**src/hw/rtl/fpa_pkg.sv**
```systemverilog
`timescale 1ns / 1ps
// ----------------------------------------------------------------------------
// fpa_pkg
// Shared constants and stage records for the binary32 adder pipeline.
// ----------------------------------------------------------------------------
package fpa_pkg;

  localparam int EXP_W  = 8;
  localparam int FRAC_W = 23;
  localparam int WORD_W = 1 + EXP_W + FRAC_W;
  localparam int MANT_W = FRAC_W + 1;
  localparam int PAD    = FRAC_W + 2;
  localparam int SUM_W  = 2 * PAD;
  localparam int GAP_W  = $clog2(PAD + 1);
  localparam int TOP_W  = $clog2(SUM_W);
  localparam int XE_W   = EXP_W + 2;

  localparam logic [EXP_W-1:0]  EXP_MAX  = {EXP_W{1'b1}};
  localparam logic [WORD_W-1:0] NAN_WORD =
    {1'b0, EXP_MAX, 2'b01, {(FRAC_W - 2){1'b0}}};

  // operands after unpack and swap
  typedef struct packed {
    logic              special;
    logic [WORD_W-1:0] special_word;
    logic [EXP_W-1:0]  emax;
    logic [GAP_W-1:0]  gap;
    logic [MANT_W-1:0] mmax;
    logic [MANT_W-1:0] mmin;
    logic              smax;
    logic              smin;
  } align_t;

  // exact sum
  typedef struct packed {
    logic              special;
    logic [WORD_W-1:0] special_word;
    logic              zero;
    logic              sign;
    logic [EXP_W-1:0]  emax;
    logic [SUM_W-1:0]  sum;
  } sum_t;

  // normalized sum ready for rounding
  typedef struct packed {
    logic                   special;
    logic [WORD_W-1:0]      special_word;
    logic                   zero;
    logic                   sign;
    logic signed [XE_W-1:0] expo;
    logic [SUM_W-1:0]       sig;
  } norm_t;

endpackage

```
**src/hw/rtl/fpa_align.sv**
```systemverilog
`timescale 1ns / 1ps
// ----------------------------------------------------------------------------
// fpa_align
// Unpack and order the operands, then align the smaller one and add.
// Two register stages.
// ----------------------------------------------------------------------------
module fpa_align import fpa_pkg::*; (
  input  logic              clk,
  input  logic              en,
  input  logic [WORD_W-1:0] a_bits,
  input  logic [WORD_W-1:0] b_bits,
  output sum_t              sum_q
);

  align_t al, al_next;
  sum_t   sum_next;

  logic             sa, sb;
  logic [EXP_W-1:0] ea, eb, ediff;
  logic [FRAC_W-1:0] fa, fb;
  logic [MANT_W-1:0] ma, mb;
  logic              nan;

  always_comb begin
    sa = a_bits[WORD_W-1];
    sb = b_bits[WORD_W-1];
    ea = a_bits[WORD_W-2:FRAC_W];
    eb = b_bits[WORD_W-2:FRAC_W];
    fa = a_bits[FRAC_W-1:0];
    fb = b_bits[FRAC_W-1:0];
    // subnormal fraction is doubled so it sits at exponent one
    ma = (ea != '0) ? {1'b1, fa} : {fa, 1'b0};
    mb = (eb != '0) ? {1'b1, fb} : {fb, 1'b0};
    nan = (ea == EXP_MAX && fa != '0) || (eb == EXP_MAX && fb != '0) ||
          (ea == EXP_MAX && eb == EXP_MAX && sa != sb);

    al_next = '0;
    al_next.special = (ea == EXP_MAX) || (eb == EXP_MAX);
    if (nan) begin
      al_next.special_word = NAN_WORD;
    end else if (ea == EXP_MAX) begin
      al_next.special_word = {sa, EXP_MAX, {FRAC_W{1'b0}}};
    end else begin
      al_next.special_word = {sb, EXP_MAX, {FRAC_W{1'b0}}};
    end

    if (eb > ea) begin
      al_next.emax = eb;
      al_next.mmax = mb;
      al_next.mmin = ma;
      al_next.smax = sb;
      al_next.smin = sa;
      ediff        = eb - ea;
    end else begin
      al_next.emax = ea;
      al_next.mmax = ma;
      al_next.mmin = mb;
      al_next.smax = sa;
      al_next.smin = sb;
      ediff        = ea - eb;
    end
    al_next.gap = (ediff > EXP_W'(PAD)) ? GAP_W'(PAD) : ediff[GAP_W-1:0];
  end

  always_ff @(posedge clk) begin
    if (en) begin
      al <= al_next;
    end
  end

  logic [SUM_W-2:0] big, sml;

  always_comb begin
    big   = {al.mmax, {PAD{1'b0}}};
    sml   = {al.mmin, {PAD{1'b0}}} >> al.gap;
    sum_next              = '0;
    sum_next.special      = al.special;
    sum_next.special_word = al.special_word;
    sum_next.emax         = al.emax;
    if (al.smax == al.smin) begin
      sum_next.sum  = {1'b0, big} + {1'b0, sml};
      sum_next.sign = al.smax;
    end else if (big < sml) begin
      sum_next.sum  = {1'b0, sml - big};
      sum_next.sign = al.smin;
    end else begin
      sum_next.sum  = {1'b0, big - sml};
      sum_next.sign = al.smax;
    end
    sum_next.zero = (sum_next.sum == '0);
  end

  always_ff @(posedge clk) begin
    if (en) begin
      sum_q <= sum_next;
    end
  end

endmodule

```
**src/hw/rtl/fpa_norm.sv**
```systemverilog
`timescale 1ns / 1ps
// ----------------------------------------------------------------------------
// fpa_norm
// Find the leading one, then shift it to the top of the word, stopping at
// the subnormal range. Two register stages.
// ----------------------------------------------------------------------------
module fpa_norm import fpa_pkg::*; (
  input  logic  clk,
  input  logic  en,
  input  sum_t  sum_d,
  output norm_t norm_q
);

  typedef struct packed {
    logic                   special;
    logic [WORD_W-1:0]      special_word;
    logic                   zero;
    logic                   sign;
    logic signed [XE_W-1:0] expo;
    logic [TOP_W-1:0]       shamt;
    logic [SUM_W-1:0]       sum;
  } lead_t;

  lead_t ld, ld_next;
  norm_t norm_next;
  logic [TOP_W-1:0] top, sh;

  always_comb begin
    top = '0;
    for (int i = 0; i < SUM_W; i++) begin
      if (sum_d.sum[i]) begin
        top = TOP_W'(i);
      end
    end
    sh = TOP_W'(SUM_W - 1) - top;
    if (EXP_W'(sh) > sum_d.emax) begin
      sh = sum_d.emax[TOP_W-1:0];
    end
    ld_next.special      = sum_d.special;
    ld_next.special_word = sum_d.special_word;
    ld_next.zero         = sum_d.zero;
    ld_next.sign         = sum_d.sign;
    ld_next.expo         = $signed({2'b00, sum_d.emax}) + $signed(XE_W'(top))
                           - $signed(XE_W'(SUM_W - 2));
    ld_next.shamt        = sh;
    ld_next.sum          = sum_d.sum;
  end

  always_ff @(posedge clk) begin
    if (en) begin
      ld <= ld_next;
    end
  end

  always_comb begin
    norm_next.special      = ld.special;
    norm_next.special_word = ld.special_word;
    norm_next.zero         = ld.zero;
    norm_next.sign         = ld.sign;
    norm_next.expo         = ld.expo;
    norm_next.sig          = ld.sum << ld.shamt;
  end

  always_ff @(posedge clk) begin
    if (en) begin
      norm_q <= norm_next;
    end
  end

endmodule

```
**src/hw/rtl/fpa_round.sv**
```systemverilog
`timescale 1ns / 1ps
// ----------------------------------------------------------------------------
// fpa_round
// Round to nearest even, fix up the exponent and pack the result word.
// One register stage.
// ----------------------------------------------------------------------------
module fpa_round import fpa_pkg::*; (
  input  logic              clk,
  input  logic              en,
  input  norm_t             norm_d,
  output logic [WORD_W-1:0] sum_bits
);

  logic                   rnd;
  logic [MANT_W:0]        q;
  logic signed [XE_W-1:0] e;
  logic [WORD_W-1:0]      word_next;

  always_comb begin
    rnd = norm_d.sig[PAD] &
          ((|norm_d.sig[PAD-1:0]) | norm_d.sig[PAD+1]);
    q = {1'b0, norm_d.sig[SUM_W-1:PAD+1]} + (MANT_W+1)'(rnd);
    e = norm_d.expo;
    // rounding carry out of the significand
    if (q[MANT_W]) begin
      q = q >> 1;
      e = e + XE_W'(1);
    end
    if (e < 0) begin
      e = '0;
    end
    if (e == '0 && q[FRAC_W]) begin
      e = XE_W'(1);
    end

    if (norm_d.special) begin
      word_next = norm_d.special_word;
    end else if (norm_d.zero) begin
      word_next = '0;
    end else if (e >= $signed({2'b00, EXP_MAX})) begin
      word_next = {norm_d.sign, EXP_MAX, {FRAC_W{1'b0}}};
    end else begin
      word_next = {norm_d.sign, e[EXP_W-1:0], q[FRAC_W-1:0]};
    end
  end

  always_ff @(posedge clk) begin
    if (en) begin
      sum_bits <= word_next;
    end
  end

endmodule

```
**src/hw/rtl/single_precision_float_adder_core.sv**
```systemverilog
`timescale 1ns / 1ps
// ----------------------------------------------------------------------------
// single_precision_float_adder_core
// binary32 adder, round to nearest even, five-stage pipeline.
// ----------------------------------------------------------------------------
//  channel  | handshake                 | data
//  ---------+---------------------------+------------------
//  input    | in_valid  / in_stall      | a_bits, b_bits
//  output   | out_valid / out_stall     | sum_bits
//
//  one word accepted per cycle while in_stall is low; each result passes
//  through the unpack, add, leading-one, shift and round stages in turn.
//  reset clears the stage valid bits only.
//  an output stall freezes the pipeline only when the output word is valid;
//  every stage shares one enable, so empty stages freeze with the rest.
// ----------------------------------------------------------------------------
module single_precision_float_adder_core import fpa_pkg::*; (
  input  logic              clk,
  input  logic              rst,
  input  logic              in_valid,
  output logic              in_stall,
  input  logic [WORD_W-1:0] a_bits,
  input  logic [WORD_W-1:0] b_bits,
  output logic              out_valid,
  input  logic              out_stall,
  output logic [WORD_W-1:0] sum_bits
);

  localparam int STAGES = 5;

  logic              en;
  logic [STAGES-1:0] vld;
  sum_t              sum_w;
  norm_t             norm_w;

  assign en        = !(vld[STAGES-1] && out_stall);
  assign in_stall  = !en;
  assign out_valid = vld[STAGES-1];

  always_ff @(posedge clk) begin
    if (rst) begin
      vld <= '0;
    end else if (en) begin
      vld <= {vld[STAGES-2:0], in_valid};
    end
  end

  fpa_align u_align (
    .clk    (clk),
    .en     (en),
    .a_bits (a_bits),
    .b_bits (b_bits),
    .sum_q  (sum_w)
  );

  fpa_norm u_norm (
    .clk    (clk),
    .en     (en),
    .sum_d  (sum_w),
    .norm_q (norm_w)
  );

  fpa_round u_round (
    .clk      (clk),
    .en       (en),
    .norm_d   (norm_w),
    .sum_bits (sum_bits)
  );

endmodule

```
**config.mk**
```make
export PLATFORM = sky130hd
export DESIGN_NAME = single_precision_float_adder_core
export DESIGN_NICKNAME = d
export VERILOG_FILES = /design/src/hw/rtl/fpa_pkg.sv /design/src/hw/rtl/fpa_align.sv /design/src/hw/rtl/fpa_norm.sv /design/src/hw/rtl/fpa_round.sv /design/src/hw/rtl/single_precision_float_adder_core.sv
export SDC_FILE = /design/constraint.sdc
export NUM_CORES = 1
export LEC_CHECK = 0
export ABC_CLOCK_PERIOD_IN_PS = 7650
export BUFFER_PORTS_ARGS = -buffer_cell sky130_fd_sc_hd__clkbuf_2
export CORE_ASPECT_RATIO = 0.6
export CORE_MARGIN = 2
export CORE_UTILIZATION = 55
export DETAILED_ROUTE_END_ITERATION = 16
export PLACE_DENSITY = 0.69
export SYNTH_ARGS = -nofsm -noshare
export SYNTH_HDL_FRONTEND = slang
export SYNTH_HIERARCHICAL = 1
export SYNTH_SLANG_ARGS = --single-unit
```
**constraint.sdc**
```tcl
create_clock -name clk -period 7.65 [get_ports clk]
set_input_delay 1.9125 -clock clk [delete_from_list [all_inputs] [get_ports clk]]
set_output_delay 1.9125 -clock clk [all_outputs]
set_load 0.1 [all_outputs]
```
After elaboration in Yosys (flattened, before gate mapping)

Cells that the tools add are included.

Add/sub/neg operators: 10
Order comparisons: 6
Equality and inequality tests: 4
Shifts and indexed selects: 2
Multiplexer cells: 67
Bitwise logic cells: 2
Reductions and logical operators: 16

Operator list:

| operator                                      | number |
|---|---|
| 2-to-1 mux 6 bit                              | 19 |
| 2-to-1 mux 50 bit                             | 2 |
| subtractor 49 bit                             | 2 |
| 2-to-1 mux 32 bit                             | 3 |
| 2-to-1 mux 5 bit                              | 16 |
| 2-to-1 mux 24 bit                             | 3 |
| adder 49 x 49 -> 50 bit                       | 1 |
| zero test 50 bit                              | 1 |
| left shift 50 x 6 -> 50 bit                   | 1 |
| less-than comparator 49 bit                   | 1 |
| 2-to-1 mux 49 bit                             | 1 |
| >> shifter 49 x 5 -> 49 bit                   | 1 |
| nonzero test 23 bit                           | 2 |
| 2-to-1 mux 4 bit                              | 8 |
| 2-to-1 mux 31 bit                             | 1 |
| 2-to-1 mux 10 bit                             | 3 |
| adder 24 x 1 -> 25 bit                        | 1 |
| OR reduction 25 bit                           | 1 |
| equality test 8 bit, second input constant    | 2 |
| 2-to-1 mux 8 bit                              | 2 |
| nonzero test 8 bit                            | 2 |
| subtractor 8 bit                              | 2 |
| 2-to-1 mux 3 bit                              | 4 |
| adder 10 x 2 -> 10 bit, second input constant | 1 |
| 17 further kinds                              | 27 |

Flip-flop bits (word level): 422

Depth between registers and ports, before layout

Gate-level depths: netlist of the first run.

Depth in word-level cells: 52
Depth in mapped cells: 29

By module

The synthesis of the first run kept the hierarchy.

Modules (own cells, without submodules):

| module                            | instances | cells each | area each (sq um) | seq. area each (sq um) |
|---|---|---|---|---|
| fpa_align                         | 1         | 1556       | 13797.0           | 3873.7 |
| fpa_norm                          | 1         | 747        | 10157.2           | 5885.6 |
| fpa_round                         | 1         | 300        | 2707.6            | 960.9 |
| single_precision_float_adder_core | 1         | 18         | 195.2             | 100.1 |

Worst setup path before layout of the first run

OpenSTA, ideal clock, no wires.

Path type: input port to output port
Start: input port out_stall
End: output port in_stall
Arrival: 4.889 ns
Setup slack: 0.849 ns
Stages: 2
Buffers on the path: 0
Cell sequence: nand2_4 > inv_4

Longest elaborated chain between the ends: 1

Ends and longest elaborated chain:

| element           | RTL line                                | text |
|---|---|---|
| from (decl)       | single_precision_float_adder_core.sv:25 | `input logic out_stall,` |
| logical AND 1 bit | single_precision_float_adder_core.sv:36 | `assign en = !(vld[STAGES-1] && out_stall);` |
| to (decl)         | single_precision_float_adder_core.sv:21 | `output logic in_stall,` |

No other way between the ends.

==> results of run 1 <==
-- per-stage QoR --
stage               total power, uW  setup slack [ps]  instances  cell area [um2]  hold slack, ps
floorplan                      7230               849       2649            27000             400
global placement               8710               576       3285            27900             401
detailed placement             8780               429       3285            27900             405
CTS                           10700               399       3350            29100             417
global route                  11400               194       3353            29200             424
finish                        10900               631       3353            29200             416
-- layout by cell type (no fill, tap or decap), types with 37 or more instances in the layout --
master and instances:
o21ai_0 112, a21oi_1 145, clkbuf_2 101, a21o_1 38
nand4_1 40, clkbuf_16 38, mux4_2 70, xnor2_1 64
mux2_2 46, nand2_1 236, edfxtp_1 357, mux2i_1 166
ha_1 116, inv_1 141, nor3_1 57, nand3_1 59
buf_4 70, nor2_1 194, nor4_1 37
-- final timing paths --
path                                     start  depth (start not counted)  slack [ps]                 to
worst min-delay path             u_norm/ld[89]                          0         420  u_norm/norm_q[83]
worst max register to register  u_align/al[51]                         21         630  u_align/sum_q[59]
worst min register to register   u_norm/ld[89]                          0         420  u_norm/norm_q[83]
worst max-delay path            u_align/al[51]                         21         630  u_align/sum_q[59]
-- final cells by class --
cell class	count	area [um2]	area share
inverters	146	551	0.0189
multi-input cells	1967	14700	0.503
flip-flops and latches	362	10800	0.371
repair buffers	173	1070	0.0367
well taps	640	801	0.0275
clock buffers	42	976	0.0335
clock inverters	23	265	0.00909
-- registers in the layout (all words and copies together) (netlist names) --
name and flops:
u_norm/ld 101, u_norm/norm_q 95, u_align/al 66, u_align/sum_q 63, u_round/sum_bits 32, vld 5
-- layer usage --
metal | part of all wire | track usage
met5 | 0.0014 | 0.0183
met4 | 0.012 | 0.0524
met3 | 0.14 | 0.107
met2 | 0.37 | 0.433
met1 | 0.47 | 0.592
-- cell usage after synthesis (8+ instances only) --
cell type | instances | area share
edfxtp_1 | 357 | 0.40
nand2_1 | 236 | 0.033
nor2_1 | 194 | 0.027
mux2i_1 | 166 | 0.062
a21oi_1 | 146 | 0.027
inv_1 | 141 | 0.020
ha_1 | 116 | 0.054
o21ai_0 | 112 | 0.021
clkbuf_1 | 86 | 0.012
mux4_2 | 70 | 0.059
xnor2_1 | 65 | 0.021
nand3_1 | 59 | 0.011
nor3_1 | 57 | 0.011
mux2_2 | 46 | 0.019
nand4_1 | 40 | 0.0093
a21o_1 | 38 | 0.011
nor4_1 | 37 | 0.0086
buf_4 | 33 | 0.0092
a211oi_1 | 30 | 0.0084
a31oi_1 | 30 | 0.0070
nand2b_1 | 30 | 0.0070
o21bai_1 | 30 | 0.0084
buf_2 | 28 | 0.0052
o31ai_1 | 24 | 0.0067
o21ai_1 | 23 | 0.0043
nor2b_1 | 22 | 0.0051
xor2_1 | 22 | 0.0072
and3_1 | 20 | 0.0047
o22a_1 | 20 | 0.0065
and2_1 | 19 | 0.0044
or3_1 | 17 | 0.0040
buf_6 | 16 | 0.0067
or2_2 | 16 | 0.0037
o21a_1 | 13 | 0.0036
o41ai_1 | 13 | 0.0042
o221ai_1 | 11 | 0.0036
or4_1 | 11 | 0.0031
o211ai_1 | 10 | 0.0028
buf_1 | 9 | 0.0013
o22ai_1 | 9 | 0.0021
o31a_1 | 9 | 0.0029
nand3b_1 | 8 | 0.0022
-- power groups by stage --
stage | Combinational, uW | Clock (uW) | Sequential, uW
2_1_floorplan | 3320 | 0 | 3920
3_3_place_gp | 5110 | 0 | 3590
3_5_place_dp | 5150 | 0 | 3620
4_1_cts | 5190 | 1920 | 3610
5_1_grt | 5700 | 1990 | 3700
6_report | 5440 | 1880 | 3630
-- cell families (layout without fill, tap and decap cells) --
group | after synthesis | count (layout) | share of synthesized area
AND/OR/NAND/NOR | 813 | 813 | 0.153
AO/OA/AOI/OAI | 630 | 630 | 0.160
multiplexers | 286 | 286 | 0.142
XOR/XNOR | 87 | 87 | 0.0284
adder cells (fa/ha/maj) | 121 | 121 | 0.0578
other | 2 | 30 | 0.000280
buffers and inverters | 320 | 384 | 0.0559
flip-flops | 362 | 362 | 0.403
-- timing repair --
item                                    in CTS  in global routing
endpoints found under the setup margin       0                  1
setup buffers                                0                  3
resized for setup                            0                  1
hold buffers                                 0                  0
==> run_results.csv, run 1 <==
group,metric,value,unit
run_status,status,"finished, final reports clean",
finish,fin_nets,2876,
timing,final.setup.tns,0,ps
cts,cts_tree,"done",
power,p_int,5980,uW
route,first_iter_violations,3196,
synthesis,ys_types,114,
synthesis,ys_warn_count,6,
worst_setup_path,worstSetupPathType,"flop to flop",
cts,path_clk_slew,70,ps
timing,tightest_slew,1120,ps
cts,clock_latency,550,ps
cts,htree_levels,2,
route,first_pass_iters,5,
flow_run,cap_violations,0,
power,switchingPower,4970,uW
route,drt-total-wl,89.4,mm
place,io_buffers,101,
timing,period_needed,7020,ps
timing,relSlewSlack,0.245,
power,p_per_area,375,mW/mm2
synthesis,async_flop_share,0,
timing,skew,27.6,ps
timing,rsz0062_at_grt,"false",
floorplan,start_util,0.559,
cts,root_buffer,"clkbuf_16",
floorplan,die_w,289,um
global_routing,antenna_found_initial,3,
synthesis,synth_seq_cells,362,
synthesis,synth-seq-area-share,0.403,
power,seqPwrFrac,0.331,
worst_setup_path,crit_path_cell_trace,"buf_4 > nor2b_1 > a22o_1 > o21ai_0 > o21ai_0 > o22a_1 > fa_1 > a21oi_1 > o311ai_0 > o211ai_1 > o2111ai_1 > and2_1 > nand2_1 > o31a_1 > mux2_4 > nor4b_2 > nand4b_1 > and4bb_1 > nand4_1 > or4_4 > nor4b_4",
place,dp_hpwl,69.2,mm
synthesis,synth_top_flop_cell,"edfxtp_1",
timing,max_freq,0.142,GHz
timing,slew_violations,0,
floorplan,core,0.0480,mm2
floorplan,io-pin-count,102,
synthesis,syn-cell-area,0.0269,mm2
synthesis,syn_avg_cell_area,10.2,um2
finish,drive_gt1_frac,0.154,
timing,hold_violations,0,
place,routabilityCongestion,1.03,
route,wl_per_cell,26.6,um
power,ir_drop,0.231,mV
cts,numCtsBuffers,37,
finish,utilization,0.607,
worst_setup_path,cp.arrival,7380,ps
timing,fin_crit_sh,0.918,
synthesis,synth-edff-count,357,
route,drc,0,
worst_setup_path,worst_path_dominant_cell_family,"simple AND/OR/NAND/NOR gates",
floorplan,die-area,0.0507,mm2
worst_setup_path,cpMaxStageDelayCell,"nor2b_1",
global_routing,grt_pass1_vias,21092,
synthesis,syn-instance-count,2621,
route,avgViaCountPerCell,6.82,
route,drtAntennaViolNets,0,
finish,syn2layout_area_growth,8.61,%
global_routing,grt_pass1_wl,134,mm
worst_setup_path,cpPeakStageDelay,700,ps
worst_setup_path,cp.buffers_inverters,1,
timing,setup_violations,0,
hold_path,hp-class,"flop to flop",
cts,cts.sinks,362,
global_routing,grt_overflow_total,0,
finish,n_antenna_cell,0,
finish,nFillCells,3997,
global_routing,grtUsageTotal,0.352,
worst_setup_path,cp-end-kind,"flop",
worst_setup_path,cp_max_fo,12,
power,pwr-share-comb,0.497,
power,p_sw_frac,0.453,
cts,clockBufferDepth,3,
floorplan,std_cell_rows,62,
power,clkPwrFrac,0.172,
power,p_leak,0.0120,uW
route,vias,22875,
worst_setup_path,cp-start-kind,"flop",
floorplan,die_h,175,um
worst_setup_path,crit_path_frequent_cell,"o21ai_0",
worst_setup_path,cp_data_required_time,8020,ps
global_routing,grt_max_degree,100,
No activity file was read; power rests on OpenSTA's default activity.
==> run 2, diff against run 1 <==
ABC_AREA = 1   (was not set)
CORE_ASPECT_RATIO = 2   (was 0.6)
CTS_CLUSTER_DIAMETER = 30   (was not set)
==> run 2 against run 1 <==
  * Combinational power rose by 7.0%
  * Sequential power fell by 3%
  * Via count rose by 8.7%
  * Clock-buffer cell count rose by 12
  * Setup slack improved by 500 ps
  * Clock skew fell by 11 ps
  * Die area rose by 1.2%
  * Critical path depth did not move
  * Total power rose by 7.4%
  * Sequential cell count did not move
  * Register-to-register slack improved by 500 ps
  * Highest routed layer unchanged
==> run_results.csv, run 2 <==
group,metric,value,unit
run_status,status,"finished, final reports clean",
finish,largest_reg_flops,101,
route,wl_per_cell,19.3,um
finish,syn2layout_area_growth,9.09,%
cts,path_clk_slew,60,ps
synthesis,synth-edff-count,357,
timing,rsz0062_at_grt,"false",
synthesis,syn-cell-area,0.0272,mm2
synthesis,ys_top_cells_by_area,"edfxtp_1 39%, nand2_1 14%, nand3_1 6.8%",
worst_setup_path,cp_data_required_time,8110,ps
route,drc,0,
floorplan,core,0.0489,mm2
synthesis,synth.most_common_cell,"nand2_1",
flow_run,cap_violations,0,
cts,cts_resized,0,
cts,htree_levels,2,
synthesis,yosysTopAreaCell,"edfxtp_1",
timing,final.setup.tns,0,ps
synthesis,ys_warn_count,6,
timing,max_freq,0.153,GHz
synthesis,ys_types,65,
route,avgViaCountPerCell,5.72,
place,routabilityCongestion,1.01,
timing,period_needed,6520,ps
worst_setup_path,cp.arrival,6980,ps
floorplan,std_cell_rows,115,
cts,cts.sinks,362,
route,vias,24875,
cts,numCtsBuffers,51,
cts,clock_latency,600,ps
synthesis,synth_commonest_cells,"1,019 x nand2_1, 411 x inv_1, 369 x nand3_1, 357 x edfxtp_1, 307 x nor2_1",
cts,clockBufferDepth,3,
finish,n_antenna_cell,0,
global_routing,grt_max_degree,180,
floorplan,die_h,318,um
hold_path,hp-class,"flop to flop",
global_routing,grt_pass1_wl,130,mm
floorplan,die-area,0.0513,mm2
timing,skew,17.1,ps
cts,cts_tree,"done",
timing,setup_violations,0,
finish,final_cell_mix,"1,019 x nand2_1, 411 x inv_1, 369 x nand3_1",
finish,drive_gt1_frac,0.0901,
synthesis,synth_seq_cells,362,
route,drtAntennaViolNets,0,
finish,nFillCells,4527,
timing,relSlewSlack,0.207,
synthesis,syn-instance-count,3642,
floorplan,io-pin-count,102,
finish,fin_nets,3852,
place,io_buffers,101,
cts,root_buffer,"clkbuf_16",
place,dp_hpwl,64.6,mm
power,p_per_area,397,mW/mm2
synthesis,synth_top_flop_cell,"edfxtp_1",
route,first_pass_iters,6,
global_routing,antenna_found_initial,1,
synthesis,syn_avg_cell_area,7.46,um2
power,p_leak,0.0139,uW
finish,largest-register,"u_norm/ld",
worst_setup_path,cp-start-kind,"flop",
timing,hold_violations,0,
worst_setup_path,cp_max_fo,76,
timing,slew_violations,0,
timing,tightest_slew,1190,ps
cts,hold_buffers,0,
global_routing,grtUsageTotal,0.325,
worst_setup_path,worstSetupPathType,"flop to flop",
global_routing,grt_overflow_total,0,
power,ir_drop,0.389,mV
route,first_iter_violations,2718,
timing,fin_crit_sh,0.852,
finish,largestRegisters,"u_norm/ld: 101 flops, u_norm/norm_q: 95 flops, u_align/al: 66 flops",
global_routing,grt_pass1_vias,23247,
worst_setup_path,cp-end-kind,"flop",
floorplan,start_util,0.555,
floorplan,die_w,161,um
synthesis,yosys.area.top_type_share,0.395,
finish,final_common_cell,"nand2_1",
synthesis,synth-seq-area-share,0.399,
route,drt-total-wl,83.9,mm
synthesis,async_flop_share,0,
power,finalPower,11800,uW
cts,cts_setup_buffers,0,
-- run 2: cell type report --
class,instances,area [um2],share of cell area
Multi-Input combinational cell,2689,13900,0.468
Sequential cell,362,10800,0.365
Inverter,435,1640,0.0553
Clock buffer,54,1290,0.0435
Tap cell,643,805,0.0272
Timing Repair Buffer,124,691,0.0233
Clock inverter,41,514,0.0174
-- run 2: path summary, 6_finish.rpt --
path	start	to	slack, ps	cells after the start
hold / removal	u_norm/ld[92]	u_norm/norm_q[86]	420	0
setup / recovery	u_align/al[52]	u_align/sum_q[59]	1130	21
hold reg to reg	u_norm/ld[92]	u_norm/norm_q[86]	420	0
setup reg to reg	u_align/al[52]	u_align/sum_q[59]	1130	21
-- run 2: critical path, stage by stage (launching register included) --
cell and delay [ps]:
edfxtp_1 1140, inv_2 590, nand3_1 290, nand3_1 120
and2_0 170, o21ai_0 630, fa_1 430, inv_1 140
nor2_1 120, nor2_1 80, o21ai_1 300, a21oi_1 210
o21a_1 280, nand2_4 610, inv_2 320, a21oi_1 200
o21ai_0 130, nor2_1 140, nand2_1 70, nor2_1 150
nand3_1 140, nor2_1 120
-- run 2: logic make-up after synthesis --
family	after synthesis	synth area share
buffers and inverters	619	0.0958
XOR/XNOR	65	0.0210
AO/OA/AOI/OAI	543	0.109
adder cells (fa/ha/maj)	121	0.0571
AND/OR/NAND/NOR	1905	0.309
multiplexers	25	0.00931
flip-flops	362	0.399
other	2	0.000277
-- run 2: routing by layer --
layer	up-vias	track usage	share of wire
met5	-	0	0.00017
met4	2	0.173	0.063
met3	243	0.0386	0.063
met2	1012	0.526	0.46
met1	11486	0.427	0.41
li1	12132	-	-
-- run 2: metrics by stage --
stage / hold WS (ps) / std cells / setup WS [ps] / util / instance area (um2)
3_5_place_dp: 405 / 4253 / 1410 / 0.569 / 27800
2_1_floorplan: 400 / 3670 / 455 / - / 27300
5_1_grt: 423 / 4348 / 538 / 0.605 / 29600
6_report: 416 / 4348 / 1130 / 0.605 / 29600
3_3_place_gp: 400 / 4253 / 1570 / 0.569 / 27800
4_1_cts: 417 / 4348 / 1380 / 0.605 / 29600
-- run 2: power breakdown --
group / total (uW) / internal [uW] / leakage [uW] / switching (uW)
combinational: 5820 / 1630 / 0.00916 / 4180
clock: 2430 / 1420 / 0.000863 / 1020
sequential: 3510 / 3040 / 0.00391 / 469
